--- src/design/min_asg_ram.sv ---
// ----------------------------------------------------------------------------
// min_asg_ram
// Generic single-write, single-read RAM with registered read data.
// ----------------------------------------------------------------------------
module min_asg_ram #(
    parameter int WIDTH = 14,
    parameter int DEPTH = 256,
    parameter int AW    = 8
) (
    input  logic             clk,
    input  logic             wr_en,
    input  logic [AW-1:0]    wr_addr,
    input  logic [WIDTH-1:0] wr_data,
    input  logic             rd_en,
    input  logic [AW-1:0]    rd_addr,
    output logic [WIDTH-1:0] rd_data
);

    logic [WIDTH-1:0] mem [0:DEPTH-1];

    always_ff @(posedge clk)
    begin
        if (wr_en)
        begin
            mem[wr_addr] <= wr_data;
        end
        if (rd_en)
        begin
            rd_data <= mem[rd_addr];
        end
    end

endmodule

--- config.mk ---
export PLATFORM = sky130hd
export DESIGN_NAME = min_asg_ram
export DESIGN_NICKNAME = d
export VERILOG_FILES = /design/src/design/min_asg_ram.sv
export SDC_FILE = /design/constraint.sdc
export NUM_CORES = 2
export LEC_CHECK = 0
export BUFFER_PORTS_ARGS = -buffer_cell sky130_fd_sc_hd__buf_2
export CELL_PAD_IN_SITES_DETAIL_PLACEMENT = 2
export CELL_PAD_IN_SITES_GLOBAL_PLACEMENT = 2
export CORE_MARGIN = 1.5
export CORE_UTILIZATION = 25
export CTS_CLUSTER_SIZE = 24
export DETAILED_ROUTE_END_ITERATION = 6
export PLACE_DENSITY = 0.49
export SLEW_MARGIN = 25
export SYNTH_ARGS = -nofsm -noshare
export SYNTH_HDL_FRONTEND = slang
export SYNTH_SLANG_ARGS = --single-unit
--- constraint.sdc ---
create_clock -name clk -period 3.05 [get_ports clk]
set_input_delay 0.61 -clock clk [delete_from_list [all_inputs] [get_ports clk]]
set_output_delay 0.61 -clock clk [all_outputs]
set_load 0.01 [all_outputs]
## Word level (Yosys, flattened, before mapping)

Memory sizes are Yosys's and may differ from the RTL's. A register that Yosys moved wholly into a read port is not among the register bits.
Cells that the tools add are included.

| word-level totals | value |
|---|---|
| register bits | 0 |
| bits in writable memories | 3,584 |
| input bits | 33 |
| output and inout bits | 14 |
| word-level logic and storage cells | 3 |
| memories kept | 1 |

| operators by class | value |
|---|---|
| muxes and demuxes | 2 |

Memory list:

| name | words | width | read ports | clocked after Yosys merged registers in | write ports | RTL line | RTL |
|---|---|---|---|---|---|---|---|
| mem | 256 | 14 | 1 | 1 | 1 | 19 | `logic [WIDTH-1:0] mem [0:DEPTH-1];` |

Operators with widths:

| operator | number |
|---|---|
| $mux W1 | 2 |

## Longest topological paths before layout

| logic depth | value |
|---|---|
| word-level depth | 2 |
| depth in mapped cells | 13 |

## Least setup slack after synthesis

OpenSTA, ideal clock, no wires.

| path | value |
|---|---|
| kind | input to register |
| start point | input rd_addr[0] |
| end point | register rd_data[12] (read register of mem), data pin |
| setup time | 0.267 ns |
| data arrival time | 2.599 ns |
| path slack | 0.184 ns |
| cell stages on the path | 10 |
| path through | buf_6 -> buf_6 -> buf_6 -> buf_6 -> buf_2 -> mux4_2 -> a22oi_1 -> a21oi_1 -> nor4_1 -> nor3_2 |

RTL lines:

| what | RTL line | RTL |
|---|---|---|
| start: declaration | 15 | `input logic [AW-1:0] rd_addr,` |
| end: declaration | 16 | `output logic [WIDTH-1:0] rd_data` |

==> impl_metrics.yaml <==
critical_path:
  rr_endpoint: "rd_data[4]"
  cp.required_ps: 3850
  r2r_start: "mem[66][4]"
  crit_start: "rd_addr[1]"
  arrival_ps: 3850
  crit_path_max_fanout: 28
  cp-start-kind: "input port"
  worst_setup_path_end_kind: "flop"
  r2r_setup_slack_ps: 90
  cp-endpoint: "rd_data[4]"
  ff2ff_path_depth: 6
  critical_path_class: "in -> reg"
synth:
  syn-instance-count: 6142
  synth_area_per_cell_sq_um: 22.6
  synth_adder_area_share_pct: 0
  muxShareOfSynthArea_pct: 16.2
  synthXorXnorAreaFrac_pct: 0
  ys_ff_latch: 3598
  post_synth_and_or_nand_nor_area_fraction_pct: 1.75
  yosysUniqueCellTypes: 57
  async_flop_share_pct: 0
  synth_commonest_cells: "edfxtp_1 (3,598), mux4_2 (859), nor2_1 (301)"
  synth_compound_area_share_pct: 2.54
  synthTopCellsByArea: "edfxtp_1 (78%), mux4_2 (14%), mux2i_1 (2.1%)"
  synth_edf_count: 3598
  synth.most_common_cell: "edfxtp_1"
  yosys_most_used_dff: "edfxtp_1"
  synth_top_cell_by_area: "edfxtp_1"
  synth.net_count: 6175
  synth_top_family_by_area: "multiplexers"
  synth_top_area_share_pct: 77.8
  syn_area_sq_mm: 0.139
  yosys_warnings: 0
  yosysSeqAreaShare_pct: 77.8
sta:
  rsz0062_at_grt: "false"
  slew_viol_final: 0
  hold_violations: 0
  setup_viol: 0
  fmax_mhz: 328
  min_period_ps: 3050
  max_slew.worst_pin.slew_ps: 1120
  clock_skew_ps: 69.1
  finalCritPeriodShare_pct: 99.8
  fin_ws_ps: 4.65
  slew_headroom_pct: 25.1
pwr:
  internal-power_mw: 83.8
  power_density_mw_per_mm2: 643
  comb_power_share_pct: 5.7
  pwr-share-clk_pct: 43.8
  sw_frac_of_total_pct: 22.6
  vdd_drop_max_v: 0.000538
  p_seq_share_pct: 50.5
  p_leak_nw: 53.1
  switching_power_mw: 24.4
clock_tree:
  clk_latency_ps: 1010
  clk_pin_slew_ps: 60
  clock-root-buffer: "clkbuf_16"
  post_cts_buffers: 0
  cts.sinks: 3598
  clockBufferDepth: 4
  cts_tree: "yes"
  htreeDepth: 5
  cts_buffers: 407
detailed_routing:
  drt-initial-drc-count: 6297
  post_drt_wl_per_cell_um: 30.2
  post_drt_via_cell_ratio: 4.64
  drtPass1Iterations: 5
  drcViolationCount: 0
  drtAntennaViolNets: 0
  wirelength_um: 448000
  num_vias: 68800
floorplan:
  die_x_um: 749
  start_util_pct: 25.1
  core_area_sq_mm: 0.553
  die_h_um: 749
  row_count: 273
  die_area_sq_mm: 0.560
  num_io_pins: 47
layout:
  final_cell_area_sq_mm: 0.168
  drive_gt1_share_pct: 32.8
  nets: 7227
  final_cells: 14800
  n_fill_cell: 55000
  area_delta_synth_final_pct: 21.2
status:
  status: "finished clean"
global_routing:
  grt_pass1_wl_um: 625000
  grt-ovfl-total: 0
  first_global_vias: 75000
  grtUsageTotal_pct: 15.7
  antenna_found_initial: 49
  grt_max_degree: 101
min_path:
  min_path_cells: 1
  hp-class: "in -> reg"
  worstHoldStart: "wr_data[7]"
placement:
  post-dp-hpwl_um: 288000
  placed_area_sq_mm: 0.156
  place.port_buffers: 46
  place_congestion: 0.767
  dp_cells: 14100
  place_ws_ps: -1160
run:
  cap_violations: 0
## logic make-up (layout without fill, tap and decap cells)
logic type      after synthesis  after routing
compound gates              475            475
other cells                   0             25
buf+inv                     371           1749
mux                        1167           1167
flops                      3598           3598
simple gates                531            531
## sequential cells by signal, indices dropped and copies added (netlist names)
signal   cells
rd_data     14
mem       3584
## repair_timing
item                                   4_1_cts  5_1_grt
gates resized for setup                      2        0
endpoints found under the hold margin      102        0
hold buffers                                 7        0
setup endpoints to repair                    2        0
## placed cells by master, fill, tap and decap left out, types with 27 or more instances in the layout
master,netlist,routed
a21oi_1,74,74
nor2b_1,36,32
o22ai_1,33,33
buf_4,42,793
clkinv_2,0,57
mux2i_1,290,290
nand2_1,61,60
a22o_1,28,28
clkbuf_16,0,411
nor2_1,301,294
a22oi_1,92,92
o221ai_1,60,60
edfxtp_1,3598,3598
clkbuf_1,145,85
clkinv_1,0,122
a211oi_1,65,63
buf_12,14,167
buf_2,74,27
mux4_2,859,859
## worst max-delay path, stage by stage
cell	delay [ps]
buf_8	180
buf_4	190
buf_12	210
buf_4	300
buf_4	190
mux4_2	190
mux2i_1	70
buf_4	160
a211oi_1	880
nor4_2	240
buf_4	240
nor4_2	280
## per-layer routing
| metal | vias to the layer above | global-route usage (%) | part of all wire (%) | wire [um] |
|---|---|---|---|---|
| li1 | 28400 | - | - | - |
| met3 | 469 | 1.86 | 4.4 | 19600 |
| met2 | 1483 | 26.4 | 49 | 218000 |
| met1 | 38400 | 22.0 | 45 | 201000 |
| met5 | - | 0 | 0.0047 | 21 |
| met4 | 4 | 3.19 | 2.0 | 9060 |
## final cells by class
type                            count  area (sq um)  area share, %
Sequential cell                  3598        108000           64.2
Multi-Input combinational cell   2173         28700           17.0
Clock buffer                      496         10600           6.30
Timing Repair Buffer             1012          9770           5.80
Tap cell                         7287          9120           5.42
Clock inverter                    239          2090           1.24
Antenna cell                       25          62.6         0.0372
Inverter                            2          10.0        0.00595
## how the worst min path moves through the flow
stage	end	slack [ps]
after floorplan	mem[0][0]	710
after global placement	mem[85][1]	890
after detailed placement	mem[85][1]	890
after CTS	mem[171][3]	4
after global routing	mem[38][8]	70
final	mem[87][7]	90
## power by group through the flow
stage	Combinational, mW	Clock [mW]	Sequential, mW
after floorplan	2.70	0	55.6
after global placement	6.23	0	55.7
after detailed placement	6.34	0	55.7
after CTS	6.36	48.6	54.7
after global routing	6.55	50.3	54.7
final	6.19	47.4	54.7
## through the flow
stage	setup TNS, ps	hold slack [ps]	total power [mW]	util, %
2_1_floorplan	0	709	58.3	-
3_3_place_gp	-11060	891	61.9	28.1
3_5_place_dp	-11100	889	62.1	28.1
4_1_cts	0	4.42	110	30.4
5_1_grt	0	67.0	112	30.4
6_report	0	91.4	108	30.4
No activity file was read; power rests on OpenSTA's default activity.
