## config.mk

```make
export PLATFORM = sky130hd
export DESIGN_NAME = min_asg_front
export DESIGN_NICKNAME = d
export VERILOG_FILES = /design/src/design/min_asg_pkg.sv /design/src/design/min_asg_front.sv
export SDC_FILE = /design/constraint.sdc
export NUM_CORES = 1
export LEC_CHECK = 0
export ABC_CLOCK_PERIOD_IN_PS = 1600
export BUFFER_PORTS_ARGS = -buffer_cell sky130_fd_sc_hd__buf_2
export CAP_MARGIN = 20
export CORE_MARGIN = 3
export CORE_UTILIZATION = 30
export DETAILED_ROUTE_END_ITERATION = 16
export GPL_ROUTABILITY_DRIVEN = 0
export PLACE_DENSITY_LB_ADDON = 0.12
export SLEW_MARGIN = 20
export SYNTH_ARGS = -nofsm -noshare
export SYNTH_HDL_FRONTEND = slang
export SYNTH_SLANG_ARGS = --single-unit
export TNS_END_PERCENT = 10
```

## constraint.sdc

```tcl
create_clock -name clk -period 1.6 [get_ports clk]
set_input_delay 0.16 -clock clk [delete_from_list [all_inputs] [get_ports clk]]
set_output_delay 0.16 -clock clk [all_outputs]
set_load 0.02 [all_outputs]
```

## src/design/min_asg_pkg.sv

```systemverilog
// ----------------------------------------------------------------------------
// min_asg_pkg
// Shared widths, constants and types for the min-cost assignment solver.
// ----------------------------------------------------------------------------
package min_asg_pkg;

    localparam int SIZE_W  = 5;
    localparam int COST_W  = 14;
    localparam int TOTAL_W = 18;
    localparam int POT_W   = 32;

    // internal slack infinity, far above any reduced cost
    localparam logic signed [POT_W-1:0] BIG_SLACK = 32'sh4000_0000;

    typedef struct packed {
        logic [SIZE_W-1:0] n;
    } job_t;

    typedef struct packed {
        logic q_empty;
        logic solving;
    } load_gate_t;

endpackage

```

## src/design/min_asg_front.sv

```systemverilog
// ----------------------------------------------------------------------------
// min_asg_front
// Load front: writes each word into the cost store while it has room, queues a job on last.
// ----------------------------------------------------------------------------
module min_asg_front
    import min_asg_pkg::*;
#(
    parameter int MAX_SIZE = 16,
    parameter int AW       = 8,
    parameter int LCW      = 9
) (
    input  logic              clk,
    input  logic              rst_n,
    input  logic              cost_valid,
    output logic              cost_ready,
    input  logic [SIZE_W-1:0] size,
    input  logic [COST_W-1:0] cost,
    input  logic              last,
    input  load_gate_t        gate,
    output logic              wr_en,
    output logic [AW-1:0]     wr_addr,
    output logic [COST_W-1:0] wr_data,
    output logic              push,
    output job_t              push_job
);

    localparam int DEPTH = MAX_SIZE * MAX_SIZE;

    logic [LCW-1:0] load_count_reg;
    logic [LCW-1:0] load_count_next;
    logic           accept;
    logic           room;

    assign cost_ready = gate.q_empty && !gate.solving;
    assign accept     = cost_valid && cost_ready;
    assign room       = (load_count_reg < LCW'(DEPTH));
    assign wr_en      = accept && room;
    assign wr_addr    = load_count_reg[AW-1:0];
    assign wr_data    = cost;
    assign push       = accept && last;

    always_comb
    begin
        if (32'(size) > MAX_SIZE)
        begin
            push_job.n = SIZE_W'(MAX_SIZE);
        end
        else
        begin
            push_job.n = size;
        end
    end

    always_comb
    begin
        load_count_next = load_count_reg;
        if (accept)
        begin
            if (last)
            begin
                load_count_next = '0;
            end
            else if (room)
            begin
                load_count_next = load_count_reg + LCW'(1);
            end
        end
    end

    always_ff @(posedge clk or negedge rst_n)
    begin
        if (!rst_n)
        begin
            load_count_reg <= '0;
        end
        else
        begin
            load_count_reg <= load_count_next;
        end
    end

endmodule

```

# [After elaboration in Yosys (flattened, before gate mapping)]
# Index checks and enable logic that the tools add are counted.
[totals] reg_bits=9 out_inout_bits=30 wordCells=14
[op_classes] n_addsub=1 order_cmp=2 n_mux=3 reduce_logical=7
[ops] operator="9-bit two-way mux" n=2
[ops] operator="9-bit by 1-bit adder with 9-bit output (second input constant)" n=1
[ops] operator="9-bit < comparator (second input constant)" n=1
[ops] operator="5-bit > comparator (second input constant)" n=1
[ops] operator="5-bit two-way mux" n=1
[ops] operator="1-bit logical AND" n=4
[ops] operator="2-bit AND reduction" n=1
[ops] operator="2-bit nonzero test" n=1
[ops] operator="1-bit logical NOT" n=1

# [Logic depth before layout (Yosys ltp)]
[depth] depth_word=4 ltp_mapped=5 depth_no_buf=4

# [Worst setup path before layout]
# OpenSTA, ideal clock, no wires.
[synth_timing] kind="reg2reg" from="register load_count_reg[0]" to="register load_count_reg[6]" setup_ns=0.078 t_arrival_ns=1.256 setup_slack_ns=0.266 stages_incl_launch_ff=5 n_path_buf=0 period_less_slack_ns=1.334 path_cell_list="dfrtp_1 > ha_1 > nand2_1 > or4_1 > a21oi_1"
[synth_via] elab_chain_cells=3
[synth_rtl] element="start, declared" line_no="min_asg_front.sv:29" text="logic [LCW-1:0] load_count_reg;"
[synth_rtl] element="start signal, assigned" line_no="min_asg_front.sv:78" text="load_count_reg <= load_count_next;"
[synth_rtl] element="9-bit by 1-bit adder with 9-bit output or 9-bit < comparator (tied branches)" line_no="min_asg_front.sv:65, min_asg_front.sv:36"
[synth_rtl] element="9-bit two-way mux or 2-bit nonzero test (tied branches)"
[synth_rtl] element="9-bit two-way mux or 2-bit AND reduction (tied branches)"
# Parallel ways exist; a longest one is shown, timed or not. The select of a mux whose other input is x is not followed.
# A chain may end at the register's enable or synchronous reset.

# [Worst setup path after layout]
[layout_timing] from="register load_count_reg[8]" to="output port wr_en"
[layout_via] elab_chain_cells=2
[layout_rtl] element="9-bit < comparator" line_no="min_asg_front.sv:36" text="assign room = (load_count_reg < LCW'(DEPTH));"
[layout_rtl] element="1-bit logical AND" line_no="min_asg_front.sv:37" text="assign wr_en = accept && room;"
[layout_rtl] element="end, declared" line_no="min_asg_front.sv:20" text="output logic wr_en,"
# Every way passes these cells.

==> reports/qor.yml <==
outcome: "finished clean"
dieArea_um2: 2910
dr.pass1.iters: 2
cp.arrival_ns: 1.32
r2r_slack_ns: 0.13
synthesis.nets: 103
start_util: 0.334
dieWidth_um: 53.9
worstMarginPinSlew_ns: 0.357
leakage_nw: 0.346
grt_usage: 0.105
power_frac_comb: 0.337
drtAntennaViolNets: 0
rsz0062_at_grt: "false"
coreArea_um2: 2060
reg2reg_to: "load_count_reg[5]$_DFFE_PN0P_"
antenna_found_initial: 0
final_cell_mix: "buf_2 (26), dfrtp_1 (9), a21oi_1 (6), nor2b_1 (5)"
power.density_nw_per_um2: 968
drive_above_1_share: 0.376
cts_buffers: 3
timing.max_slew.rel_slack: 0.762
drv_slew: 0
post-route-drc-count: 0
end_kind: "output port"
ys_seq_area_frac: 0.327
grt_pass1_wl_um: 2170
timing.final.hold_violations: 0
hold_depth: 3
io_buffer_count: 26
synth.cell_area_um2: 689
grt_max_degree: 15
nets: 112
timing.rr.start: "load_count_reg[8]$_DFFE_PN0P_"
p_sw_mw: 0.240
p_int_mw: 0.456
cap_violations: 0
avgSynthCellArea_um2: 8.95
synth_cells: 77
finalSetupTns_ns: 0
synth_top_cell_area_share: 0.327
largest_reg_flops: 9
ir_worst_vdd_v: 0.000500
hpwl_um: 1090
num-fill-cells: 219
setup_viol: 0
finalWirelength_um: 1340
root_buffer: "clkbuf_4"
vias: 536
synth_area_leaders: "dfrtp_1 (33%), buf_4 (24%), nor2b_1 (4.5%)"
fmax_mhz: 674
ctsResizeCount: 0
synth_seq_cells: 9
p_sw_frac: 0.345
clk_latency_ns: 0.26
worstSetupStartpointType: "flop"
dp_cells: 107
die_h_um: 53.9
period_minus_slack_ns: 1.48
numClockSinks: 9
crit_type: "flop to output port"
fin_skew_ns: 0.00418
area_growth_pct: 4.36
fin_crit_sh: 0.928
hp-start: "last"
grt_pass1_vias: 464
diodes: 0
yosys.area.top_type: "dfrtp_1"
cts_tree: "yes"
ff2ff_path_depth: 3
io_pins: 55
seq_power_share: 0.409
clkTransAtPathRegs_ns: 0.06
drt_iter0_drc: 5
wl_per_cell_um: 12.0
yosys.cell_types.count: 21
clock_power_share: 0.255
hold_end: "load_count_reg[8]$_DFFE_PN0P_"
worstHoldPathType: "input pin to flop"
rows: 16
synth_warnings: 0
worstPathMaxFanout: 14
cts_htree_levels: 1
cts_buffer_depth: 2
final_cell_count_no_fill: 112
critical_path_required_ns: 1.44
vias_per_cell: 4.79
overflow: 0
final_common_cell: "buf_2"
## layout make-up
| class | instances | area [um2] | area share |
|---|---|---|---|
| flip-flops and latches | 9 | 225 | 0.313 |
| well taps | 27 | 33.8 | 0.0470 |
| clock buffers | 4 | 26.3 | 0.0365 |
| multi-input cells | 39 | 264 | 0.367 |
| inverters | 4 | 15.0 | 0.0209 |
| repair buffers | 29 | 155 | 0.216 |
## worst max-delay path, cell delays in order, from the launching register on
cell and delay, ns:
dfrtp_1 0.39, nand4bb_4 0.32, inv_1 0.17, buf_2 0.19
## cells in the mapped netlist
| master | n |
|---|---|
| xnor2_1 | 1 |
| inv_1 | 4 |
| and4b_1 | 1 |
| ha_1 | 1 |
| buf_4 | 22 |
| nor2_1 | 2 |
| a32o_1 | 1 |
| clkbuf_1 | 1 |
| nand2_1 | 2 |
| nor2b_1 | 5 |
| o21ai_0 | 4 |
| buf_2 | 1 |
| or4_1 | 4 |
| dfrtp_1 | 9 |
| nand4bb_4 | 1 |
| buf_6 | 1 |
| or3_1 | 3 |
| nand4_1 | 2 |
| a21oi_1 | 6 |
| nand3_1 | 3 |
| o31ai_1 | 3 |
## metal layers
metal	up-vias	wire length, um	track usage
li1	266	-	-
met1	241	566	0.130
met5	-	0	0
met2	25	615	0.149
met4	0	21	0.0553
met3	4	137	0.0499
## worst max path at each step
| stage | start | endpoint | slack (ns) | cells past startpoint |
|---|---|---|---|---|
| floorplan | load_count_reg[0]$_DFFE_PN0P_ | load_count_reg[6]$_DFFE_PN0P_ | 0.27 | 4 |
| global placement | load_count_reg[8]$_DFFE_PN0P_ | load_count_reg[5]$_DFFE_PN0P_ | 0.17 | 3 |
| detailed placement | load_count_reg[8]$_DFFE_PN0P_ | load_count_reg[6]$_DFFE_PN0P_ | 0.13 | 3 |
| CTS | load_count_reg[8]$_DFFE_PN0P_ | wr_en | 0.08 | 3 |
| global route | load_count_reg[8]$_DFFE_PN0P_ | wr_en | 0.001 | 3 |
| finish | load_count_reg[8]$_DFFE_PN0P_ | wr_en | 0.12 | 3 |
## power by group through the flow
stage	registers [mW]	clock network [mW]	logic [mW]
after floorplan	0.297	0	0.214
after global placement	0.289	0	0.235
after detailed placement	0.289	0	0.238
after CTS	0.286	0.189	0.240
after global routing	0.292	0.202	0.257
final	0.284	0.177	0.235
## stage by stage
stage,hold slack (ns),utilization,instance area (um2),total power [mW],setup WS (ns)
2_1_floorplan,-0.136,-,689,0.512,0.266
3_3_place_gp,0.0317,0.331,683,0.524,0.169
3_5_place_dp,0.0291,0.331,683,0.527,0.132
4_1_cts,0.209,0.349,719,0.715,0.0827
5_1_grt,0.248,0.349,719,0.751,0.00138
6_report,0.207,0.349,719,0.696,0.116
## cell families (layout without fill, tap and decap cells)
group / count (synthesis) / in the layout / share of synthesized area
simple gates: 23 / 23 / 0.232
flops: 9 / 9 / 0.327
buf+inv: 29 / 37 / 0.290
compound gates: 14 / 14 / 0.120
fa+ha+maj: 1 / 1 / 0.0181
xor+xnor: 1 / 1 / 0.0127
## what timing repair did
| action | 4_1_cts | 5_1_grt |
|---|---|---|
| hold buffers | 1 | 0 |
| endpoints found under the hold margin | 9 | 0 |
| buffers inserted | 0 | 0 |
(Power assumes the default switching activity.)
