<file path="config.mk">
export PLATFORM = sky130hd
export DESIGN_NAME = min_asg_queue
export DESIGN_NICKNAME = d
export VERILOG_FILES = /design/src/design/min_asg_pkg.sv /design/src/design/min_asg_queue.sv
export SDC_FILE = /design/constraint.sdc
export NUM_CORES = 1
export LEC_CHECK = 0
export BUFFER_PORTS_ARGS = -buffer_cell sky130_fd_sc_hd__buf_2
export CAP_MARGIN = 20
export CORE_MARGIN = 5
export CORE_UTILIZATION = 43
export DETAILED_ROUTE_END_ITERATION = 6
export GPL_TIMING_DRIVEN = 0
export PLACE_DENSITY = 0.72
export SETUP_SLACK_MARGIN = 0.5
export SYNTH_ARGS = -nofsm -noshare
export SYNTH_HDL_FRONTEND = slang
export SYNTH_SLANG_ARGS = --single-unit
</file>
<file path="constraint.sdc">
create_clock -name clk -period 1.34 [get_ports clk]
set_input_delay 0.201 -clock clk [delete_from_list [all_inputs] [get_ports clk]]
set_output_delay 0.201 -clock clk [all_outputs]
set_load 0.005 [all_outputs]
</file>
<file path="src/design/min_asg_pkg.sv">
// ----------------------------------------------------------------------------
// min_asg_pkg
// Shared widths, constants and types for the min-cost assignment solver.
// ----------------------------------------------------------------------------
package min_asg_pkg;

    localparam int SIZE_W  = 5;
    localparam int COST_W  = 14;
    localparam int TOTAL_W = 18;
    localparam int POT_W   = 32;

    // internal slack infinity, far above any reduced cost
    localparam logic signed [POT_W-1:0] BIG_SLACK = 32'sh4000_0000;

    typedef struct packed {
        logic [SIZE_W-1:0] n;
    } job_t;

    typedef struct packed {
        logic q_empty;
        logic solving;
    } load_gate_t;

endpackage

</file>
<file path="src/design/min_asg_queue.sv">
// ----------------------------------------------------------------------------
// min_asg_queue
// Two-entry job queue between the load front and the solver.
// ----------------------------------------------------------------------------
module min_asg_queue
    import min_asg_pkg::*;
(
    input  logic clk,
    input  logic rst_n,
    input  logic push,
    input  job_t push_job,
    input  logic pop,
    output job_t head_job,
    output logic empty
);

    job_t       slot_reg [0:1];
    logic       wp_reg;
    logic       rp_reg;
    logic [1:0] cnt_reg;
    logic [1:0] cnt_next;
    logic       do_push;
    logic       do_pop;

    assign do_push  = push && (cnt_reg != 2'd2);
    assign do_pop   = pop && (cnt_reg != 2'd0);
    assign empty    = (cnt_reg == 2'd0);
    assign head_job = slot_reg[rp_reg];

    always_comb
    begin
        cnt_next = cnt_reg;
        if (do_push && !do_pop)
        begin
            cnt_next = cnt_reg + 2'd1;
        end
        else if (do_pop && !do_push)
        begin
            cnt_next = cnt_reg - 2'd1;
        end
    end

    always_ff @(posedge clk or negedge rst_n)
    begin
        if (!rst_n)
        begin
            wp_reg  <= 1'b0;
            rp_reg  <= 1'b0;
            cnt_reg <= 2'd0;
        end
        else
        begin
            cnt_reg <= cnt_next;
            if (do_push)
            begin
                wp_reg <= ~wp_reg;
            end
            if (do_pop)
            begin
                rp_reg <= ~rp_reg;
            end
        end
    end

    always_ff @(posedge clk)
    begin
        if (do_push)
        begin
            slot_reg[wp_reg] <= push_job;
        end
    end

endmodule

</file>
======== After elaboration in Yosys (flattened, before gate mapping) ========
Memories as Yosys holds them, arrays and structs flattened.
Cells that the tools add are included.
storage, ports and cells
  word-level logic and storage cells ...... 22
  output and inout bits ................... 6
  memories kept ........................... 1
  input port bits ......................... 9
  bits in writable memories ............... 10
  bits in registers ....................... 4
operators by class
  add/sub/neg operators ................... 2
  reduce and logical (&&, ||, !) cells .... 9
  muxes and demuxes ....................... 4
  bitwise logic cells ..................... 2
  equal/unequal tests ..................... 1
memories
  name      depth  bits a word  rd ports  clocked after Yosys merged registers in  wr ports  RTL line             text
  slot_reg  2      5            1         0                                        1         min_asg_queue.sv:17  job_t slot_reg [0:1];
operators by type and width
  cell                                               count
  logical AND 1 bit                                  4
  2-to-1 mux 2 bit                                   2
  nonzero test 2 bit                                 2
  adder 2 x 1 -> 2 bit (second input constant)       1
  zero test 1 bit                                    2
  zero test 2 bit                                    1
  2-to-1 mux 1 bit                                   2
  inequality test 2 bit (second input constant)      1
  NOT 1 bit                                          2
  subtractor 2 x 1 -> 2 bit (second input constant)  1

======== Depth between registers and ports, before layout ========
Gate-level depths: netlist of the first run.
  depth after elaboration ................. 6
  depth in mapped cells ................... 7
  gate-level depth less buffers ........... 7

======== Worst setup path before layout of the first run ========
No wires, ideal clock.
  kind .................................... register -> register
  from .................................... reg cnt_reg[0]
  to ...................................... reg cnt_reg[1]
  setup time .............................. 0.080 ns
  stages on the path, launching flop included .. 6
  path buffers ............................ 0
  data required time ...................... 1.260 ns
  clock period less this slack ............ 1.293 ns
  setup slack ............................. 0.047 ns
  arrival ................................. 1.213 ns
  path through ............................ dfrtp_1 o21ai_2 inv_1 ha_1 nor2_1 xnor2_1
between the ends
  word-level cells in the longest chain between the ends .. 5
  elaborated cells between the ends (all ways) .. 13
  classes of those cells .................. 2 x add/sub; 1 x eq/ne; 2 x mux; 8 x reduce/logical
ends and longest elaborated chain
  what                          RTL line             text
  from (decl)                   min_asg_queue.sv:20  logic [1:0] cnt_reg;
  from (signal assigned)        min_asg_queue.sv:53  cnt_reg <= cnt_next;
  inequality test 2 bit (*)     min_asg_queue.sv:25  assign do_push = push && (cnt_reg != 2'd2);
  logical AND 1 bit (*)         min_asg_queue.sv:25
  named net do_push             min_asg_queue.sv:22  logic do_push;
  zero test 1 bit               min_asg_queue.sv:37  else if (do_pop && !do_push)
  logical AND 1 bit             min_asg_queue.sv:37
  nonzero test 2 bit (no line)  --
Mark *: on every way through the listed nets, which the timed path passes. The rest lies on a longest branch. The select of a mux whose other input is x is not followed.
A chain may end at the register's enable or synchronous reset.

==> results of run 1 <==
## per-stage QoR
step           setup TNS (ns)  cells  worst slack [ns]  hold WS [ns]
2_1_floorplan               0     35            0.0652       -0.0946
3_3_place_gp          -0.0153     64           -0.0153        0.0115
3_5_place_dp          -0.0491     64           -0.0491        0.0149
4_1_cts                -0.269     76           -0.0578         0.112
5_1_grt                -0.557     80            -0.111        0.0926
6_report               -0.221     80           -0.0480         0.118
## critical path, cell delays in order (launching register included)
cell and delay, ns:
sky130_fd_sc_hd__dfrtp_1 0.38, sky130_fd_sc_hd__buf_6 0.14, sky130_fd_sc_hd__mux2_4 0.30, sky130_fd_sc_hd__buf_6 0.11
## final timing paths
| kind | end | slack [ns] | cells past startpoint |
|---|---|---|---|
| min in group asynchronous | cnt_reg[0] | 0.26 | 2 |
| min | slot_reg[1][0] | 0.12 | 1 |
| max | head_job[0] | -0.05 | 3 |
| max in group asynchronous | cnt_reg[0] | 0.94 | 2 |
| max reg2reg | cnt_reg[1] | 0.02 | 6 |
| min reg2reg | wp_reg | 0.59 | 1 |
## what timing repair did
item                                   CTS  global route
gates resized for setup                 19             7
endpoints found under the hold margin    4             0
gates cloned                             0             0
hold buffers                             1             0
pin swaps                                5             6
setup endpoints to repair               20            20
buffers inserted                         7             4
## layout by cell type (no fill, tap or decap)
cell,synthesis,final
sky130_fd_sc_hd__buf_2,1,9
sky130_fd_sc_hd__buf_4,0,5
sky130_fd_sc_hd__buf_6,0,12
sky130_fd_sc_hd__clkbuf_1,0,1
sky130_fd_sc_hd__clkbuf_4,0,3
sky130_fd_sc_hd__dfrtp_1,4,3
sky130_fd_sc_hd__dfrtp_2,0,1
sky130_fd_sc_hd__dlygate4sd3_1,0,1
sky130_fd_sc_hd__edfxtp_1,10,10
sky130_fd_sc_hd__ha_4,0,1
sky130_fd_sc_hd__inv_1,3,1
sky130_fd_sc_hd__inv_2,0,2
sky130_fd_sc_hd__mux2_4,0,5
sky130_fd_sc_hd__nor2_1,4,1
sky130_fd_sc_hd__nor2_2,0,1
sky130_fd_sc_hd__nor2_4,0,2
sky130_fd_sc_hd__o21ai_4,0,2
sky130_fd_sc_hd__xnor2_1,4,2
sky130_fd_sc_hd__xnor2_2,0,2
sky130_fd_sc_hd__xor2_2,0,1
## synth_stat cells
library cell	number
sky130_fd_sc_hd__edfxtp_1	10
sky130_fd_sc_hd__mux2_1	5
sky130_fd_sc_hd__dfrtp_1	4
sky130_fd_sc_hd__nor2_1	4
sky130_fd_sc_hd__xnor2_1	4
sky130_fd_sc_hd__inv_1	3
sky130_fd_sc_hd__buf_2	1
sky130_fd_sc_hd__ha_1	1
sky130_fd_sc_hd__o21ai_1	1
sky130_fd_sc_hd__o21ai_2	1
sky130_fd_sc_hd__xor2_1	1
## power breakdown
part / leakage, nW / switching, mW / internal, mW / total (mW)
clock network: 0.0150 / 0.119 / 0.115 / 0.233
logic: 0.242 / 0.408 / 0.680 / 1.09
registers: 0.138 / 0.0986 / 0.617 / 0.716
## metal layers
| metal | vias up | GRT usage |
|---|---|---|
| met3 | 2 | 0.0474 |
| met2 | 7 | 0.181 |
| met4 | 0 | 0.0682 |
| li1 | 179 | - |
| met1 | 191 | 0.133 |
| met5 | - | 0 |
## cell families after synthesis
logic type,after synthesis,share of synthesized area
buffers and inverters,4,0.0291
adders and majority gates,1,0.0224
muxes,5,0.101
and+or+nand+nor,4,0.0269
DFF,14,0.717
AOI/OAI and AO/OA,2,0.0247
xor gates and xnor gates,5,0.0785
## cell type report
cell class                      instances  area (µm²)
Sequential cell                        14         402
Fill cell                              84         352
Multi-Input combinational cell         17         231
Timing Repair Buffer                   26         216
Clock buffer                            4        26.3
Tap cell                               15        18.8
Buffer                                  1        11.3
Inverter                                3        11.3
==> implementation parameters, run 1 <==
Parameter                              Value

Run status
  Result of the run    complete, but fails checks
  Violations in the final reports    setup timing

Clocking
  Clock tree from TritonCTS    built
  Register clock-pin slew on the reported worst setup and hold paths    roughly 0.080 ns
  Sinks on the clock net    14
  Clock buffer count from CTS    3
  Worst skew pair latency    0.27 ns
  Clock root cell    sky130_fd_sc_hd__clkbuf_4
  Maximum root-to-sink buffer count    2
  H-Tree Depth    1

Timing
  Achievable frequency    roughly 720 MHz
  Setup skew after layout    approximately 0.007 ns
  Least setup slack across all paths after layout    -0.0480 ns
  Period utilization    1.04
  Unrepaired setup endpoints after global routing    true
  Number of max-slew violations in the final report    0
  Final critical-path required period    1.39 ns
  Worst max-slew margin expressed relative to the limit    0.849
  Hold Vio Cnt, Final    0
  Final setup vio count    5
  Transition at the pin with the smallest max-transition slack    0.226 ns

Pwr
  Power per Cell Area    roughly 2200 nW/µm²
  Worst ir drop on vdd    roughly 0.0013 V
  Static Leak    slightly below 0.4 nW
  Overall power of the completed layout    about 2.0 mW

Global route
  Global route total overflow    0
  Total GRT Usage    0.116
  Pin count of the biggest net entering global routing    9
  Antenna violations before repair    0
  Global-route wire length before repair    1620 µm
  Via count of the first global-routing pass    roughly 360

Die
  Die W    approximately 46 µm
  Die Footprint    ~2100 µm²
  Site Rows    13
  Die outline height    roughly 46 µm
  Area of the core    ~1300 µm²
  Starting density of the core    0.440
  I/O Pins    15

Placement
  Post-Place Cell Area    ~670 µm²
  Port bufs    14
  RePlAce Congestion    between 0.6 and 0.7

Hold path
  Hold wc startpoint    push_job[0]
  Class of the most critical hold timing path    in2reg

Logic synthesis
  Area share of the leading cell type in the synthesized netlist    0.538
  Count of different cell masters after synthesis    11
  Net Count, Synth    between 40 and 50
  Top cells by area in the synthesized netlist    sky130_fd_sc_hd__edfxtp_1 (54%), sky130_fd_sc_hd__dfrtp_1 (18%), sky130_fd_sc_hd__mux2_1 (10%), sky130_fd_sc_hd__xnor2_1 (6.3%), sky130_fd_sc_hd__nor2_1 (2.7%)
  Yosys Warn Count    0
  Area of the mapped netlist    approximately 560 µm²
  Post-synthesis cell count    35
  Cell taking the most area after synthesis    sky130_fd_sc_hd__edfxtp_1
  Average cell area after synthesis    15.9 µm²
  Portion of the post-synthesis area used by sequential elements    0.717
  Number of synthesized register bits    14

Detailed routing
  Met3 routed WL    47 µm
  Starting DRT DRC Count    7
  Metal-1 WL    around 450 µm
  Via count    about 380
  DR vias/cell    roughly 4.7
  Detailed-routing iteration count for the pre-antenna-repair pass    4
  Highest Signal Layer    met4
  Final antenna-violating net count    0
  Total Wirelength    about 1100 µm
  Detail-routed net length per standard cell    roughly 13 µm
  Number of DRC violations after detailed routing    0
  Met2 wire length    547 µm

Final layout
  Final net count    76
  Fraction of layout cells with a size suffix above 1    0.708
  Utilization after layout    0.723
  Final non-filler cell area    just over 900 µm²
  Largest register FFs    10
  Number of antenna diodes    0
  Layout overhead on the synthesized area    64.3%

Critical path
  Arrival time of the worst setup path    ~1.2 ns
  Startpoint of the most critical register-to-register path    cnt_reg[1]
  Launching element of the worst setup path    rp_reg
  Startpoint-to-endpoint class of the critical path    reg2out
  Crit. End Element    output pin
  Worst path required time    around 1.1 ns
  CP Launch Type    register
  Worst-path fanout max    6

Job
  Number of maximum-capacitance constraint violations    0
Note: power is estimated with default switching activity, not from simulation.
==> run 2, diff against run 1 <==
--- a/config.mk
+++ b/config.mk
@@ -5,13 +5,14 @@
 export SDC_FILE = /design/constraint.sdc
 export NUM_CORES = 1
 export LEC_CHECK = 0
+export ABC_AREA = 1
 export BUFFER_PORTS_ARGS = -buffer_cell sky130_fd_sc_hd__buf_2
 export CAP_MARGIN = 20
 export CORE_MARGIN = 5
 export CORE_UTILIZATION = 43
 export DETAILED_ROUTE_END_ITERATION = 6
 export GPL_TIMING_DRIVEN = 0
-export PLACE_DENSITY = 0.72
+export PLACE_DENSITY = 0.71
 export SETUP_SLACK_MARGIN = 0.5
 export SYNTH_ARGS = -nofsm -noshare
 export SYNTH_HDL_FRONTEND = slang
==> implementation parameters, run 2 <==
Parameter                              Value

Run status
  Result of the run    finished, final reports clean

Critical path
  Launching element of the worst setup path    rp_reg
  Arrival time of the worst setup path    1.07 ns (-0.12 ns)
  Startpoint of the most critical register-to-register path    cnt_reg[1]
  Startpoint-to-endpoint class of the critical path    reg2out
  Worst path required time    1.14 ns (about the same)
  CP Launch Type    register
  Worst-path fanout max    7 (+1)
  Crit. End Element    output pin

Clocking
  Register clock-pin slew on the reported worst setup and hold paths    0.08 ns (about the same)
  Worst skew pair latency    0.28 ns (about the same)
  Maximum root-to-sink buffer count    2 (unchanged)
  Clock root cell    sky130_fd_sc_hd__clkbuf_4
  Clock buffer count from CTS    3 (unchanged)
  Sinks on the clock net    14 (unchanged)
  H-Tree Depth    1 (unchanged)
  Clock tree from TritonCTS    built

Job
  Number of maximum-capacitance constraint violations    0 (unchanged)

Die
  Die outline height    47.0 µm (+2.1%)
  Area of the core    1300 µm² (+2.6%)
  Die W    47.0 µm (+2.1%)
  Site Rows    13 (unchanged)
  Starting density of the core    0.452 (+0.0121)
  Die Footprint    2210 µm² (+4.2%)
  I/O Pins    15 (unchanged)

Global route
  Via count of the first global-routing pass    446 (+25%)
  Global-route wire length before repair    2080 µm (+29%)
  Total GRT Usage    0.144 (+0.0275)
  Antenna violations before repair    0 (unchanged)
  Global route total overflow    0 (unchanged)
  Pin count of the biggest net entering global routing    9 (unchanged)

Timing
  Worst max-slew margin expressed relative to the limit    0.872 (+0.0231)
  Period utilization    0.950 (-0.0862)
  Hold Vio Cnt, Final    0 (unchanged)
  Number of max-slew violations in the final report    0 (unchanged)
  Final critical-path required period    1.27 ns (-0.116 ns)
  Sum of negative setup slack    0 ns (+0.221 ns)
  Achievable frequency    786 MHz (+9.1%)
  Setup skew after layout    0.000965 ns (-0.00594 ns)
  Unrepaired setup endpoints after global routing    true
  Transition at the pin with the smallest max-transition slack    0.191 ns (-0.0352 ns)
  Final setup vio count    0 (-5)

Final layout
  Most common cell after layout, fill and taps aside    sky130_fd_sc_hd__nand2_1
  Number of antenna diodes    0 (unchanged)
  Largest register FFs    10 (unchanged)
  Layout overhead on the synthesized area    49.6%
  Fraction of layout cells with a size suffix above 1    0.552 (-0.156)
  Fill count    106 (+26%)
  Most frequent cells in the layout    sky130_fd_sc_hd__nand2_1 (20), sky130_fd_sc_hd__buf_2 (14), sky130_fd_sc_hd__buf_4 (11)
  Final net count    98 (+29%)

Logic synthesis
  Count of different cell masters after synthesis    15 (+4)
  Area share of the leading cell type in the synthesized netlist    0.511 (-0.0275)
  Post-synthesis cell count    55 (+57%)
  Net Count, Synth    65 (+44%)
  Area of the mapped netlist    588 µm² (+5.4%)
  Yosys Warn Count    0 (unchanged)
  Average cell area after synthesis    10.7 µm² (-33%)
  Async S/R FF share, synth    0.286 (unchanged)
  Cell taking the most area after synthesis    sky130_fd_sc_hd__edfxtp_1
  Commonest cells in the netlist    sky130_fd_sc_hd__nand2_1 (23), sky130_fd_sc_hd__edfxtp_1 (10), sky130_fd_sc_hd__inv_1 (6), sky130_fd_sc_hd__dfrtp_1 (4), sky130_fd_sc_hd__nor2_1 (2)
  Number of flops mapped to enable cells by yosys    10 (unchanged)
  Portion of the post-synthesis area used by sequential elements    0.681 (-0.0366)
  Library cell with the highest instance count after synthesis    sky130_fd_sc_hd__nand2_1
  Most used DFF post-synth    sky130_fd_sc_hd__edfxtp_1
  Number of synthesized register bits    14 (unchanged)
  Top cells by area in the synthesized netlist    sky130_fd_sc_hd__edfxtp_1 (51%), sky130_fd_sc_hd__dfrtp_1 (17%), sky130_fd_sc_hd__nand2_1 (15%), sky130_fd_sc_hd__inv_1 (3.8%), sky130_fd_sc_hd__ha_1 (2.1%)

Hold path
  Hold wc startpoint    push_job[1]
  Class of the most critical hold timing path    in2reg

Placement
  RePlAce Congestion    0.709 (+4.7%)
  Port bufs    14 (unchanged)
  Detailed placer's ending HPWL    about 740 µm

Detailed routing
  Starting DRT DRC Count    8 (+1)
  Total Wirelength    1370 µm (+29%)
  Final antenna-violating net count    0 (unchanged)
  Number of DRC violations after detailed routing    0 (unchanged)
  Detail-routed net length per standard cell    13.4 µm (+1.5%)
  Via count    496 (+31%)
  Detailed-routing iteration count for the pre-antenna-repair pass    5 (+1)
  DR vias/cell    4.86 (+2.6%)

Pwr
  Static Leak    0.416 nW (+5.4%)
  Worst ir drop on vdd    0.00134 V (+3.9%)
  Overall power of the completed layout    1.97 mW (-3.3%)
  Power per Cell Area    2240 nW/µm² (+0.81%)
-- run 2: timing repair --
action | 4_1_cts | 5_1_grt
buffers inserted | 9 | 4
pin swaps | 5 | 3
hold buffers | 1 | 0
gates cloned | 0 | 0
hold endpoints to repair | 4 | 0
resized for setup | 16 | 6
setup endpoints to repair | 20 | 20
-- run 2: area by class of cell --
type                    count  area (µm²)  area share
repair buffers             28         185       0.211
well taps                  15        18.8      0.0213
multi-input cells          34         209       0.238
flip-flops and latches     14         404       0.459
inverters                   7        36.3      0.0413
clock buffers               4        26.3      0.0299
-- run 2: critical path, stage by stage (launching register included) --
cell and delay [ns]:
sky130_fd_sc_hd__dfrtp_2 0.47, sky130_fd_sc_hd__inv_4 0.10, sky130_fd_sc_hd__nand2_1 0.05, sky130_fd_sc_hd__nand2_1 0.06, sky130_fd_sc_hd__buf_2 0.11
-- run 2: stage by stage --
step                      hold slack [ns]  area [µm²]  setup WS [ns]   util  cells
after floorplan                   -0.0946         591          0.123      -     55
after global placement             0.0150         679         0.0434  0.522     84
after detailed placement           0.0145         679         0.0267  0.522     84
after CTS                           0.102         831         0.0726  0.638     98
after global routing               0.0870         880        0.00153  0.676    102
final                               0.103         880         0.0675  0.676    102
-- run 2: path summary, 6_finish.rpt --
check	to	slack (ns)	cells past startpoint
worst max-delay path	head_job[2]	0.07	4
max in group asynchronous	cnt_reg[1]	0.95	2
worst min register to register	wp_reg	0.58	2
min in group asynchronous	wp_reg	0.25	2
worst max register to register	cnt_reg[1]	0.09	6
worst min-delay path	slot_reg[0][1]	0.10	1
-- run 2: layer usage --
layer / share of wire / track usage
met1: 0.42 / 0.179
met2: 0.50 / 0.217
met3: 0.061 / 0.0498
met4: 0.018 / 0.0829
met5: 0 / 0
-- run 2: logic make-up (layout without fill, tap and decap cells) --
logic type	after synthesis	count (layout)	share of synthesized area
DFF	14	14	0.681
buffers and inverters	7	39	0.0447
xor gates and xnor gates	1	1	0.0149
adders and majority gates	1	1	0.0213
AOI/OAI and AO/OA	3	3	0.0362
and+or+nand+nor	29	29	0.202
-- run 2: power by group --
part           switching [mW]  total, mW  internal (mW)
clock                   0.135      0.251          0.116
sequential              0.128      0.746          0.619
combinational           0.470      0.973          0.503
total                   0.733       1.97           1.24
