**config.mk**
```make
export PLATFORM = sky130hd
export DESIGN_NAME = min_asg_solver
export DESIGN_NICKNAME = d
export VERILOG_FILES = /design/src/design/min_asg_pkg.sv /design/src/design/min_asg_solver.sv
export SDC_FILE = /design/constraint.sdc
export NUM_CORES = 2
export LEC_CHECK = 0
export BUFFER_PORTS_ARGS = -buffer_cell sky130_fd_sc_hd__buf_2
export CAP_MARGIN = 20
export CORE_ASPECT_RATIO = 1.5
export CORE_MARGIN = 4
export CORE_UTILIZATION = 45
export CTS_BUF_LIST = sky130_fd_sc_hd__clkbuf_4 sky130_fd_sc_hd__clkbuf_8
export DETAILED_ROUTE_END_ITERATION = 16
export HOLD_SLACK_MARGIN = 0.15
export PLACE_DENSITY = 0.62
export SYNTH_ARGS = -nofsm -noshare
export SYNTH_HDL_FRONTEND = slang
export SYNTH_SLANG_ARGS = --single-unit
```
**constraint.sdc**
```tcl
create_clock -name clk -period 22 [get_ports clk]
set_input_delay 1.1 -clock clk [delete_from_list [all_inputs] [get_ports clk]]
set_output_delay 1.1 -clock clk [all_outputs]
set_load 0.1 [all_outputs]
```
**src/design/min_asg_pkg.sv**
```systemverilog
// ----------------------------------------------------------------------------
// min_asg_pkg
// Shared widths, constants and types for the min-cost assignment solver.
// ----------------------------------------------------------------------------
package min_asg_pkg;

    localparam int SIZE_W  = 5;
    localparam int COST_W  = 14;
    localparam int TOTAL_W = 18;
    localparam int POT_W   = 32;

    // internal slack infinity, far above any reduced cost
    localparam logic signed [POT_W-1:0] BIG_SLACK = 32'sh4000_0000;

    typedef struct packed {
        logic [SIZE_W-1:0] n;
    } job_t;

    typedef struct packed {
        logic q_empty;
        logic solving;
    } load_gate_t;

endpackage

```
**src/design/min_asg_solver.sv**
```systemverilog
// ----------------------------------------------------------------------------
// min_asg_solver
// Back end: potential-based Hungarian solve over the cost store, then sum.
// ----------------------------------------------------------------------------
module min_asg_solver
    import min_asg_pkg::*;
#(
    parameter int MAX_SIZE    = 16,
    parameter int UNREACHABLE = 9999,
    parameter int AW          = 8
) (
    input  logic               clk,
    input  logic               rst_n,
    input  logic               job_valid,
    input  job_t               job,
    output logic               pop,
    output logic               rd_en,
    output logic [AW-1:0]      rd_addr,
    input  logic [COST_W-1:0]  rd_data,
    output logic               result_valid,
    input  logic               result_ready,
    output logic [TOTAL_W-1:0] match_total,
    output logic               infeasible,
    output logic               solving
);

    localparam int CW = $clog2(MAX_SIZE + 2);
    localparam int PW = 2 * CW;

    localparam logic [3:0] S_IDLE   = 4'd0;
    localparam logic [3:0] S_PHASE  = 4'd1;
    localparam logic [3:0] S_STEP   = 4'd2;
    localparam logic [3:0] S_MUL    = 4'd3;
    localparam logic [3:0] S_SCANRD = 4'd4;
    localparam logic [3:0] S_SCANEV = 4'd5;
    localparam logic [3:0] S_UPD    = 4'd6;
    localparam logic [3:0] S_CHECK  = 4'd7;
    localparam logic [3:0] S_AUG    = 4'd8;
    localparam logic [3:0] S_SUMMUL = 4'd9;
    localparam logic [3:0] S_SUMRD  = 4'd10;
    localparam logic [3:0] S_SUMAC  = 4'd11;
    localparam logic [3:0] S_DONE   = 4'd12;

    logic [3:0]               state_reg;
    logic [CW-1:0]            n_reg;
    logic [CW-1:0]            i_reg;
    logic [CW-1:0]            cur_reg;
    logic [CW-1:0]            j_reg;
    logic [CW-1:0]            r_reg;
    logic [CW-1:0]            best_reg;
    logic signed [POT_W-1:0]  delta_reg;
    logic signed [POT_W-1:0]  rowpot_r_reg;
    logic [AW-1:0]            base_reg;
    logic [AW-1:0]            sum_addr_reg;
    logic                     sum_zero_reg;
    logic [TOTAL_W-1:0]       total_reg;
    logic                     bad_reg;
    logic                     out_valid_reg;
    logic [TOTAL_W-1:0]       out_total_reg;
    logic                     out_bad_reg;

    logic signed [POT_W-1:0]  row_pot_reg [0:MAX_SIZE];
    logic signed [POT_W-1:0]  col_pot_reg [0:MAX_SIZE];
    logic signed [POT_W-1:0]  slack_reg   [0:MAX_SIZE];
    logic [CW-1:0]            owner_reg   [0:MAX_SIZE];
    logic [CW-1:0]            prev_reg    [0:MAX_SIZE];
    logic [MAX_SIZE:0]        in_tree_reg;

    logic [PW-1:0]            base_prod;
    logic [PW-1:0]            sum_prod;
    logic [CW-1:0]            sum_row;
    logic signed [POT_W-1:0]  red;
    logic signed [POT_W-1:0]  ns;
    logic [COST_W-1:0]        c_val;
    logic                     c_bad;
    logic [TOTAL_W-1:0]       total_sum;

    assign solving      = (state_reg != S_IDLE) && (state_reg != S_DONE);
    assign pop          = (state_reg == S_IDLE) && job_valid;
    assign result_valid = out_valid_reg;
    assign match_total  = out_total_reg;
    assign infeasible   = out_bad_reg;

    assign base_prod = PW'(r_reg - CW'(1)) * PW'(n_reg);
    assign sum_row   = owner_reg[j_reg];
    assign sum_prod  = PW'(sum_row - CW'(1)) * PW'(n_reg) + PW'(j_reg - CW'(1));

    assign red = $signed({{(POT_W-COST_W){1'b0}}, rd_data}) - rowpot_r_reg
                 - col_pot_reg[j_reg];

    always_comb
    begin
        if (red < slack_reg[j_reg])
        begin
            ns = red;
        end
        else
        begin
            ns = slack_reg[j_reg];
        end
    end

    assign c_val     = sum_zero_reg ? '0 : rd_data;
    assign c_bad     = ({2'b00, c_val} >= 16'(UNREACHABLE));
    assign total_sum = total_reg + TOTAL_W'(c_val);

    always_comb
    begin
        rd_en   = 1'b0;
        rd_addr = sum_addr_reg;
        if (state_reg == S_SCANRD)
        begin
            rd_en   = (j_reg <= n_reg) && !in_tree_reg[j_reg];
            rd_addr = base_reg + AW'(j_reg - CW'(1));
        end
        else if (state_reg == S_SUMRD)
        begin
            rd_en = 1'b1;
        end
    end

    always_ff @(posedge clk or negedge rst_n)
    begin
        if (!rst_n)
        begin
            state_reg     <= S_IDLE;
            n_reg         <= '0;
            i_reg         <= '0;
            cur_reg       <= '0;
            j_reg         <= '0;
            r_reg         <= '0;
            best_reg      <= '0;
            delta_reg     <= '0;
            rowpot_r_reg  <= '0;
            base_reg      <= '0;
            sum_addr_reg  <= '0;
            sum_zero_reg  <= 1'b0;
            total_reg     <= '0;
            bad_reg       <= 1'b0;
            out_valid_reg <= 1'b0;
            out_total_reg <= '0;
            out_bad_reg   <= 1'b0;
            in_tree_reg   <= '0;
            for (int k = 0; k <= MAX_SIZE; k++)
            begin
                row_pot_reg[k] <= '0;
                col_pot_reg[k] <= '0;
                slack_reg[k]   <= '0;
                owner_reg[k]   <= '0;
                prev_reg[k]    <= '0;
            end
        end
        else
        begin
            case (state_reg)
                S_IDLE:
                begin
                    if (job_valid)
                    begin
                        n_reg <= CW'(job.n);
                        if (job.n == '0)
                        begin
                            out_valid_reg <= 1'b1;
                            out_total_reg <= '0;
                            out_bad_reg   <= 1'b0;
                            state_reg     <= S_DONE;
                        end
                        else
                        begin
                            for (int k = 0; k <= MAX_SIZE; k++)
                            begin
                                row_pot_reg[k] <= '0;
                                col_pot_reg[k] <= '0;
                                owner_reg[k]   <= '0;
                                prev_reg[k]    <= '0;
                            end
                            i_reg     <= CW'(1);
                            state_reg <= S_PHASE;
                        end
                    end
                end
                S_PHASE:
                begin
                    owner_reg[0] <= i_reg;
                    for (int k = 0; k <= MAX_SIZE; k++)
                    begin
                        slack_reg[k] <= BIG_SLACK;
                    end
                    in_tree_reg <= '0;
                    cur_reg     <= '0;
                    state_reg   <= S_STEP;
                end
                S_STEP:
                begin
                    r_reg                 <= owner_reg[cur_reg];
                    rowpot_r_reg          <= row_pot_reg[owner_reg[cur_reg]];
                    in_tree_reg[cur_reg]  <= 1'b1;
                    delta_reg             <= BIG_SLACK;
                    best_reg              <= '0;
                    j_reg                 <= CW'(1);
                    state_reg             <= S_MUL;
                end
                S_MUL:
                begin
                    base_reg  <= base_prod[AW-1:0];
                    state_reg <= S_SCANRD;
                end
                S_SCANRD:
                begin
                    if (j_reg > n_reg)
                    begin
                        j_reg     <= '0;
                        state_reg <= S_UPD;
                    end
                    else if (in_tree_reg[j_reg])
                    begin
                        j_reg <= j_reg + CW'(1);
                    end
                    else
                    begin
                        state_reg <= S_SCANEV;
                    end
                end
                S_SCANEV:
                begin
                    if (red < slack_reg[j_reg])
                    begin
                        slack_reg[j_reg] <= red;
                        prev_reg[j_reg]  <= cur_reg;
                    end
                    if (ns < delta_reg)
                    begin
                        delta_reg <= ns;
                        best_reg  <= j_reg;
                    end
                    j_reg     <= j_reg + CW'(1);
                    state_reg <= S_SCANRD;
                end
                S_UPD:
                begin
                    if (in_tree_reg[j_reg])
                    begin
                        row_pot_reg[owner_reg[j_reg]] <=
                            row_pot_reg[owner_reg[j_reg]] + delta_reg;
                        col_pot_reg[j_reg] <= col_pot_reg[j_reg] - delta_reg;
                    end
                    else
                    begin
                        slack_reg[j_reg] <= slack_reg[j_reg] - delta_reg;
                    end
                    if (j_reg == n_reg)
                    begin
                        state_reg <= S_CHECK;
                    end
                    else
                    begin
                        j_reg <= j_reg + CW'(1);
                    end
                end
                S_CHECK:
                begin
                    if (best_reg == '0)
                    begin
                        state_reg <= S_AUG;
                    end
                    else
                    begin
                        cur_reg <= best_reg;
                        if (owner_reg[best_reg] != '0)
                        begin
                            state_reg <= S_STEP;
                        end
                        else
                        begin
                            state_reg <= S_AUG;
                        end
                    end
                end
                S_AUG:
                begin
                    if (cur_reg != '0)
                    begin
                        owner_reg[cur_reg] <= owner_reg[prev_reg[cur_reg]];
                        cur_reg            <= prev_reg[cur_reg];
                    end
                    else if (i_reg == n_reg)
                    begin
                        j_reg     <= CW'(1);
                        total_reg <= '0;
                        bad_reg   <= 1'b0;
                        state_reg <= S_SUMMUL;
                    end
                    else
                    begin
                        i_reg     <= i_reg + CW'(1);
                        state_reg <= S_PHASE;
                    end
                end
                S_SUMMUL:
                begin
                    sum_addr_reg <= sum_prod[AW-1:0];
                    sum_zero_reg <= (sum_row == '0);
                    state_reg    <= S_SUMRD;
                end
                S_SUMRD:
                begin
                    state_reg <= S_SUMAC;
                end
                S_SUMAC:
                begin
                    total_reg <= total_sum;
                    bad_reg   <= bad_reg || c_bad;
                    if (j_reg == n_reg)
                    begin
                        out_valid_reg <= 1'b1;
                        out_bad_reg   <= bad_reg || c_bad;
                        out_total_reg <= (bad_reg || c_bad) ? '0 : total_sum;
                        state_reg     <= S_DONE;
                    end
                    else
                    begin
                        j_reg     <= j_reg + CW'(1);
                        state_reg <= S_SUMMUL;
                    end
                end
                S_DONE:
                begin
                    if (result_ready)
                    begin
                        out_valid_reg <= 1'b0;
                        state_reg     <= S_IDLE;
                    end
                end
                default:
                begin
                    state_reg <= S_IDLE;
                end
            endcase
        end
    end

endmodule

```
Word level (Yosys, flattened, before mapping)
Cells that the tools add are included.
- output and inout bits: 31
- word-level logic and storage cells: 337
- bits in registers: 1973
- input port bits: 23
- $add $sub $neg: 14
- reduce and logical (&&, ||, !) cells: 44
- equality and inequality tests: 33
- muxes and demuxes: 117
- multipliers: 2
- $lt $le $gt $ge: 17
- bitwise operators: 7
- operators by type and width (kind ; number):
    $mux W544 ; 6
    $bwmux W544 ; 4
    $pmux W544 S2 ; 2
    $pmux W544 S3 ; 1
    $bmux W32 S5 ; 4
    $mux W32 ; 12
    $mux W85 ; 4
    $demux W32 S5 ; 2
    $bwmux W85 ; 2
    $pmux W85 S2 ; 1
    $pmux W80 S2 ; 1
    $bmux W5 S5 ; 5
    $mux W5 ; 24
    $mux W18 ; 6
    $sub A32 B32 Y32 ; 3
    $pmux W18 S2 ; 2
    $lt A32 B32 Y1 ; 2
    $pmux W32 S2 ; 1
    $demux W5 S5 ; 2
    $pmux W4 S12 ; 1
    $mux W4 ; 10
    $ge A6 B6 Y1 const B ; 6
    $not A5 Y6 ; 6
    $pmux W17 S2 ; 1
    49 further kinds ; 126

Longest topological paths before layout
- word-level depth: 12
- depth in mapped cells: 49

Least setup slack after synthesis
Ideal clock, no wire load.
- path type: register to register
- start: register j_reg[0]
- end: register best_reg[0]
- slack: 11.369 ns
- cell stages (with the launch flop): 46
- arrival time: 10.536 ns
- period minus slack after synthesis: 10.631 ns
- cells stage by stage: dfrtp_1 -> buf_6 -> buf_6 -> buf_6 -> buf_6 -> buf_2 -> buf_2 -> buf_2 -> buf_2 -> buf_2 -> mux4_2 -> a222oi_1 -> fa_1 -> ha_1 -> nor2_1 -> fa_1 -> nor2b_1 -> o31a_1 -> [10 not listed] -> nor4b_1 -> a21oi_2 -> buf_2 -> buf_2 -> mux2_2 -> ha_1 -> a21o_1 -> a21o_1 -> a21oi_1 -> o21ai_0 -> a211oi_1 -> o21ai_0 -> nor3_1 -> o2111a_1 -> a2111oi_4 -> buf_4 -> buf_2 -> o31ai_1
- longest elaborated chain between the ends: 10
- elaborated cells on any way between the ends: 15
- those cells by class: add/sub: 1; order compare: 2; eq/ne: 1; mux: 9; bitwise: 1; reduce/logical: 1
- RTL lines (what ; line ; text):
    start: declaration ; min_asg_solver.sv:48 ; logic [CW-1:0] j_reg;
    start signal: assignment ; min_asg_solver.sv:217 ; j_reg <= j_reg + CW'(1);
    start signal: assignment ; min_asg_solver.sv:236 ; j_reg <= j_reg + CW'(1);
    start signal: assignment ; min_asg_solver.sv:257 ; j_reg <= j_reg + CW'(1);
    $not A5 Y6 (implied by the code) ; min_asg_solver.sv:89, min_asg_solver.sv:93, min_asg_solver.sv:99 ;
    $bmux W32 S5 ; min_asg_solver.sv:89 ; - col_pot_reg[j_reg];
    $mux W32 (implied by the code) (2 in a row) ; min_asg_solver.sv:89 ;
    $sub A32 B32 Y32 ; min_asg_solver.sv:89 ;
    $lt A32 B32 Y1 ; min_asg_solver.sv:93 ; if (red < slack_reg[j_reg])
    $mux W32 ; min_asg_solver.sv:93 ;
    $lt A32 B32 Y1 ; min_asg_solver.sv:231 ; if (ns < delta_reg)
    $ne A2 B2 Y1 (no source line) ; n/a ;
    $reduce_and A2 Y1 (no source line) ; n/a ;
    end signal: assignment ; min_asg_solver.sv:234 ; best_reg <= j_reg;
    end: declaration ; min_asg_solver.sv:50 ; logic [CW-1:0] best_reg;
Parallel ways exist; a longest one is shown, timed or not. The select of a mux whose other input is x is not followed.
A chain may end at the register's enable or synchronous reset.

Final worst setup path
- start: register j_reg[0]
- end: register delta_reg[11]
- longest elaborated chain between the ends: 10
- elaborated cells on any way between the ends: 15
- those cells by class: add/sub: 1; order compare: 2; eq/ne: 1; mux: 9; bitwise: 1; reduce/logical: 1
- RTL lines (what ; line ; text):
    $not A5 Y6 (implied by the code) * ; min_asg_solver.sv:89, min_asg_solver.sv:93, min_asg_solver.sv:99 ;
    $bmux W32 S5 ; min_asg_solver.sv:89 ;
    $mux W32 (implied by the code) (2 in a row) ; min_asg_solver.sv:89 ;
    $sub A32 B32 Y32 ; min_asg_solver.sv:89 ;
    $lt A32 B32 Y1 ; min_asg_solver.sv:93 ;
    $mux W32 * ; min_asg_solver.sv:93 ;
    $lt A32 B32 Y1 ; min_asg_solver.sv:231 ;
    $ne A2 B2 Y1 (no source line) ; n/a ;
    $reduce_and A2 Y1 (no source line) ; n/a ;
    end signal: assignment ; min_asg_solver.sv:233 ; delta_reg <= ns;
    end: declaration ; min_asg_solver.sv:51 ; logic signed [POT_W-1:0] delta_reg;
Mark *: on every way between the ends. The rest lies on a longest branch, timed or not. The select of a mux whose other input is x is not followed.

==> impl_metrics.env <==
export IMPL_syn_to_final_growth_pct=9.98
export IMPL_status="complete, no violations"
export IMPL_dr_pass1_iters=9
export IMPL_cp_start_kind="flip-flop"
export IMPL_fin_nets=11308
export IMPL_avgSynthCellArea_um2=9.79
export IMPL_synth_cell_area_um2=109000
export IMPL_cts_tree="yes"
export IMPL_fp_coreArea_um2=242000
export IMPL_setup_tns_ns=0
export IMPL_avgRoutedWirePerCell_um=30.3
export IMPL_cts_setup_buffers=0
export IMPL_dp_cells=13861
export IMPL_syn_instance_count=11166
export IMPL_required_ns=22.91
export IMPL_synth_edf_count=0
export IMPL_drtIter0Drc=10884
export IMPL_slew_viol_final=0
export IMPL_drive_above_1_share_pct=14.7
export IMPL_seq_area_frac_synth_pct=45.1
export IMPL_top_level_ports=54
export IMPL_slew_headroom_pct=16.9
export IMPL_antenna_found_initial=14
export IMPL_fill_cells=22306
export IMPL_grt_pass1_wl_mm=643
export IMPL_initial_utilization_pct=45.3
export IMPL_layout_commonest_cell="dfrtp_1"
export IMPL_numCtsBuffers=324
export IMPL_dieArea_um2=251000
export IMPL_final_cell_mix="1966 x dfrtp_1, 1759 x nand2_1, 1159 x o21ai_0"
export IMPL_worstHoldPathType="primary input to flip-flop"
export IMPL_crit_path_end_kind="flip-flop"
export IMPL_min_period_over_period_pct=60.7
export IMPL_crit_top_cell="buf_4"
export IMPL_grt_max_degree=205
export IMPL_ys_types=103
export IMPL_grt_overflow_total=0
export IMPL_critPathKind="flip-flop to flip-flop"
export IMPL_num_rows=221
export IMPL_ys_warn_count=0
export IMPL_synthTopCellsByArea="dfrtp_1 45%, a22o_1 7.7%, nand2_1 6.1%"
export IMPL_slowest_delay_ns=0.84
export IMPL_synth_top_area_share_pct=45.1
export IMPL_die_w_um=411
export IMPL_cts_sinks=1973
export IMPL_clk_pin_slew_ns=0.07
export IMPL_synthesis_nets=11505
export IMPL_yosysTopAreaCell="dfrtp_1"
export IMPL_async_reset_ff_share_pct=100
export IMPL_dpl_hpwl_mm=285
export IMPL_viasPerCell=6.63
export IMPL_rsz0062_at_grt="false"
export IMPL_worstPathArrival_ns=14.26
export IMPL_final_hold_viol_count=0
export IMPL_crit_fanout=74
export IMPL_num_vias=95726
export IMPL_max_freq_mhz=74.9
export IMPL_finalSetupViolCount=0
export IMPL_cts_buffer_depth=4
export IMPL_cap_violations=0
export IMPL_final_min_clock_period_ns=13.36
export IMPL_stdcell_count=14447
export IMPL_clk_latency_ns=1.04
export IMPL_io_buffers=53
export IMPL_ys_flop_type="dfrtp_1"
export IMPL_grt_use_total_pct=34.1
export IMPL_clock_root_buffer="clkbuf_8"
export IMPL_gp_congestion=0.977
export IMPL_antenna_left=0
export IMPL_first_global_vias=96153
export IMPL_fp_dieH_um=612
export IMPL_tightest_slew_ns=1.24
export IMPL_clock_skew_ns=0.103
export IMPL_synth_ff_latch_count=1973
export IMPL_slowest_stage="dfrtp_4"
export IMPL_wirelength_mm=438
export IMPL_post_route_drc_count=0
export IMPL_h_tree_depth=5
[worst max-delay path: cells and delay by family, from the launching register on]
kind                       cells  cell delay, ns
adders and majority gates      4            1.59
xor gates and xnor gates       1            0.15
and+or+nand+nor                8            1.73
buffers and inverters          5            2.92
AOI/OAI and AO/OA             17            4.51
muxes                          3            1.27
DFF                            1            0.84
[stage by stage]
step | setup WS [ns] | hold WS, ns | util [%] | instance area [um^2]
after CTS | 8.83 | 0.387 | 49.7 | 120000
final | 8.64 | 0.452 | 49.8 | 120000
after detailed placement | 8.92 | 0.465 | 46.8 | 113000
after floorplan | 11.37 | 0.444 | - | 109000
after global placement | 8.86 | 0.456 | 46.7 | 113000
after global routing | 7.88 | 0.424 | 49.8 | 120000
[worst paths after layout]
check	slack (ns)	end	from	cells past startpoint
max in group asynchronous	16.10	col_pot_reg[345]$_DFFE_PN0P_	rst_n	8
worst min register to register	0.48	prev_reg[46]$_DFFE_PN0P_	prev_reg[46]$_DFFE_PN0P_	2
worst max-delay path	8.64	delta_reg[11]$_DFFE_PN0P_	j_reg[0]$_DFFE_PN0P_	38
worst max register to register	8.64	delta_reg[11]$_DFFE_PN0P_	j_reg[0]$_DFFE_PN0P_	38
worst min-delay path	0.45	n_reg[0]$_DFFE_PN0P_	job[0]	3
min in group asynchronous	0.69	row_pot_reg[475]$_DFFE_PN0P_	rst_n	2
[cell families (layout without fill, tap and decap cells)]
family	Yosys count	after routing	synth area share (%)
xor+xnor	177	177	1.43
simple gates	3139	3139	12.1
compound gates	3655	3655	22.5
mux	759	759	10.5
other cells	0	8	0
flops	1973	1973	45.1
fa+ha+maj	316	316	3.92
buf+inv	1147	1187	4.38
[metal layers]
layer	vias to the layer above	GRT usage, %	part of all wire, %
met4	6	27.3	9.4
met1	48048	39.1	35
met2	5412	55.1	47
met5	-	0	0.0071
li1	40400	-	-
met3	1860	7.23	8.6
[repair_timing]
action,CTS,global route
hold buffers,1,0
endpoints found under the hold margin,4,0
resized for setup,0,0
[cells in the mapped netlist, types with 31 or more instances]
| cell | number |
|---|---|
| o211ai_1 | 77 |
| a22o_1 | 962 |
| nand2_1 | 1783 |
| a211oi_1 | 96 |
| inv_1 | 229 |
| mux2i_1 | 241 |
| dfrtp_1 | 1973 |
| and3_1 | 84 |
| xor2_1 | 67 |
| a32o_1 | 73 |
| clkbuf_1 | 623 |
| nor3_1 | 70 |
| a21oi_1 | 511 |
| buf_2 | 189 |
| buf_4 | 37 |
| a211o_1 | 73 |
| nand3_1 | 362 |
| o21ai_1 | 155 |
| and2_1 | 41 |
| mux2_2 | 212 |
| a311oi_1 | 31 |
| a31oi_1 | 65 |
| ha_1 | 271 |
| buf_1 | 51 |
| a22oi_1 | 104 |
| o22ai_1 | 57 |
| xnor2_1 | 108 |
| nand4_1 | 59 |
| mux4_2 | 284 |
| nor2_1 | 587 |
| fa_1 | 45 |
| o21ai_0 | 1161 |
| a21o_1 | 87 |
| nor2b_1 | 57 |
[layout make-up]
cell class | count | area [um^2] | area share (%)
Multi-Input combinational cell | 8046 | 55800 | 46.4
Sequential cell | 1973 | 49400 | 41.1
Clock buffer | 498 | 6350 | 5.28
Tap cell | 3233 | 4050 | 3.36
Timing Repair Buffer | 392 | 3150 | 2.62
Inverter | 232 | 881 | 0.732
Clock inverter | 65 | 637 | 0.529
Antenna cell | 8 | 20.0 | 0.0166
Power is left out: the tool's default activity adds up to more than one toggle a clock period on the data nets, which glitch-free logic cannot reach.
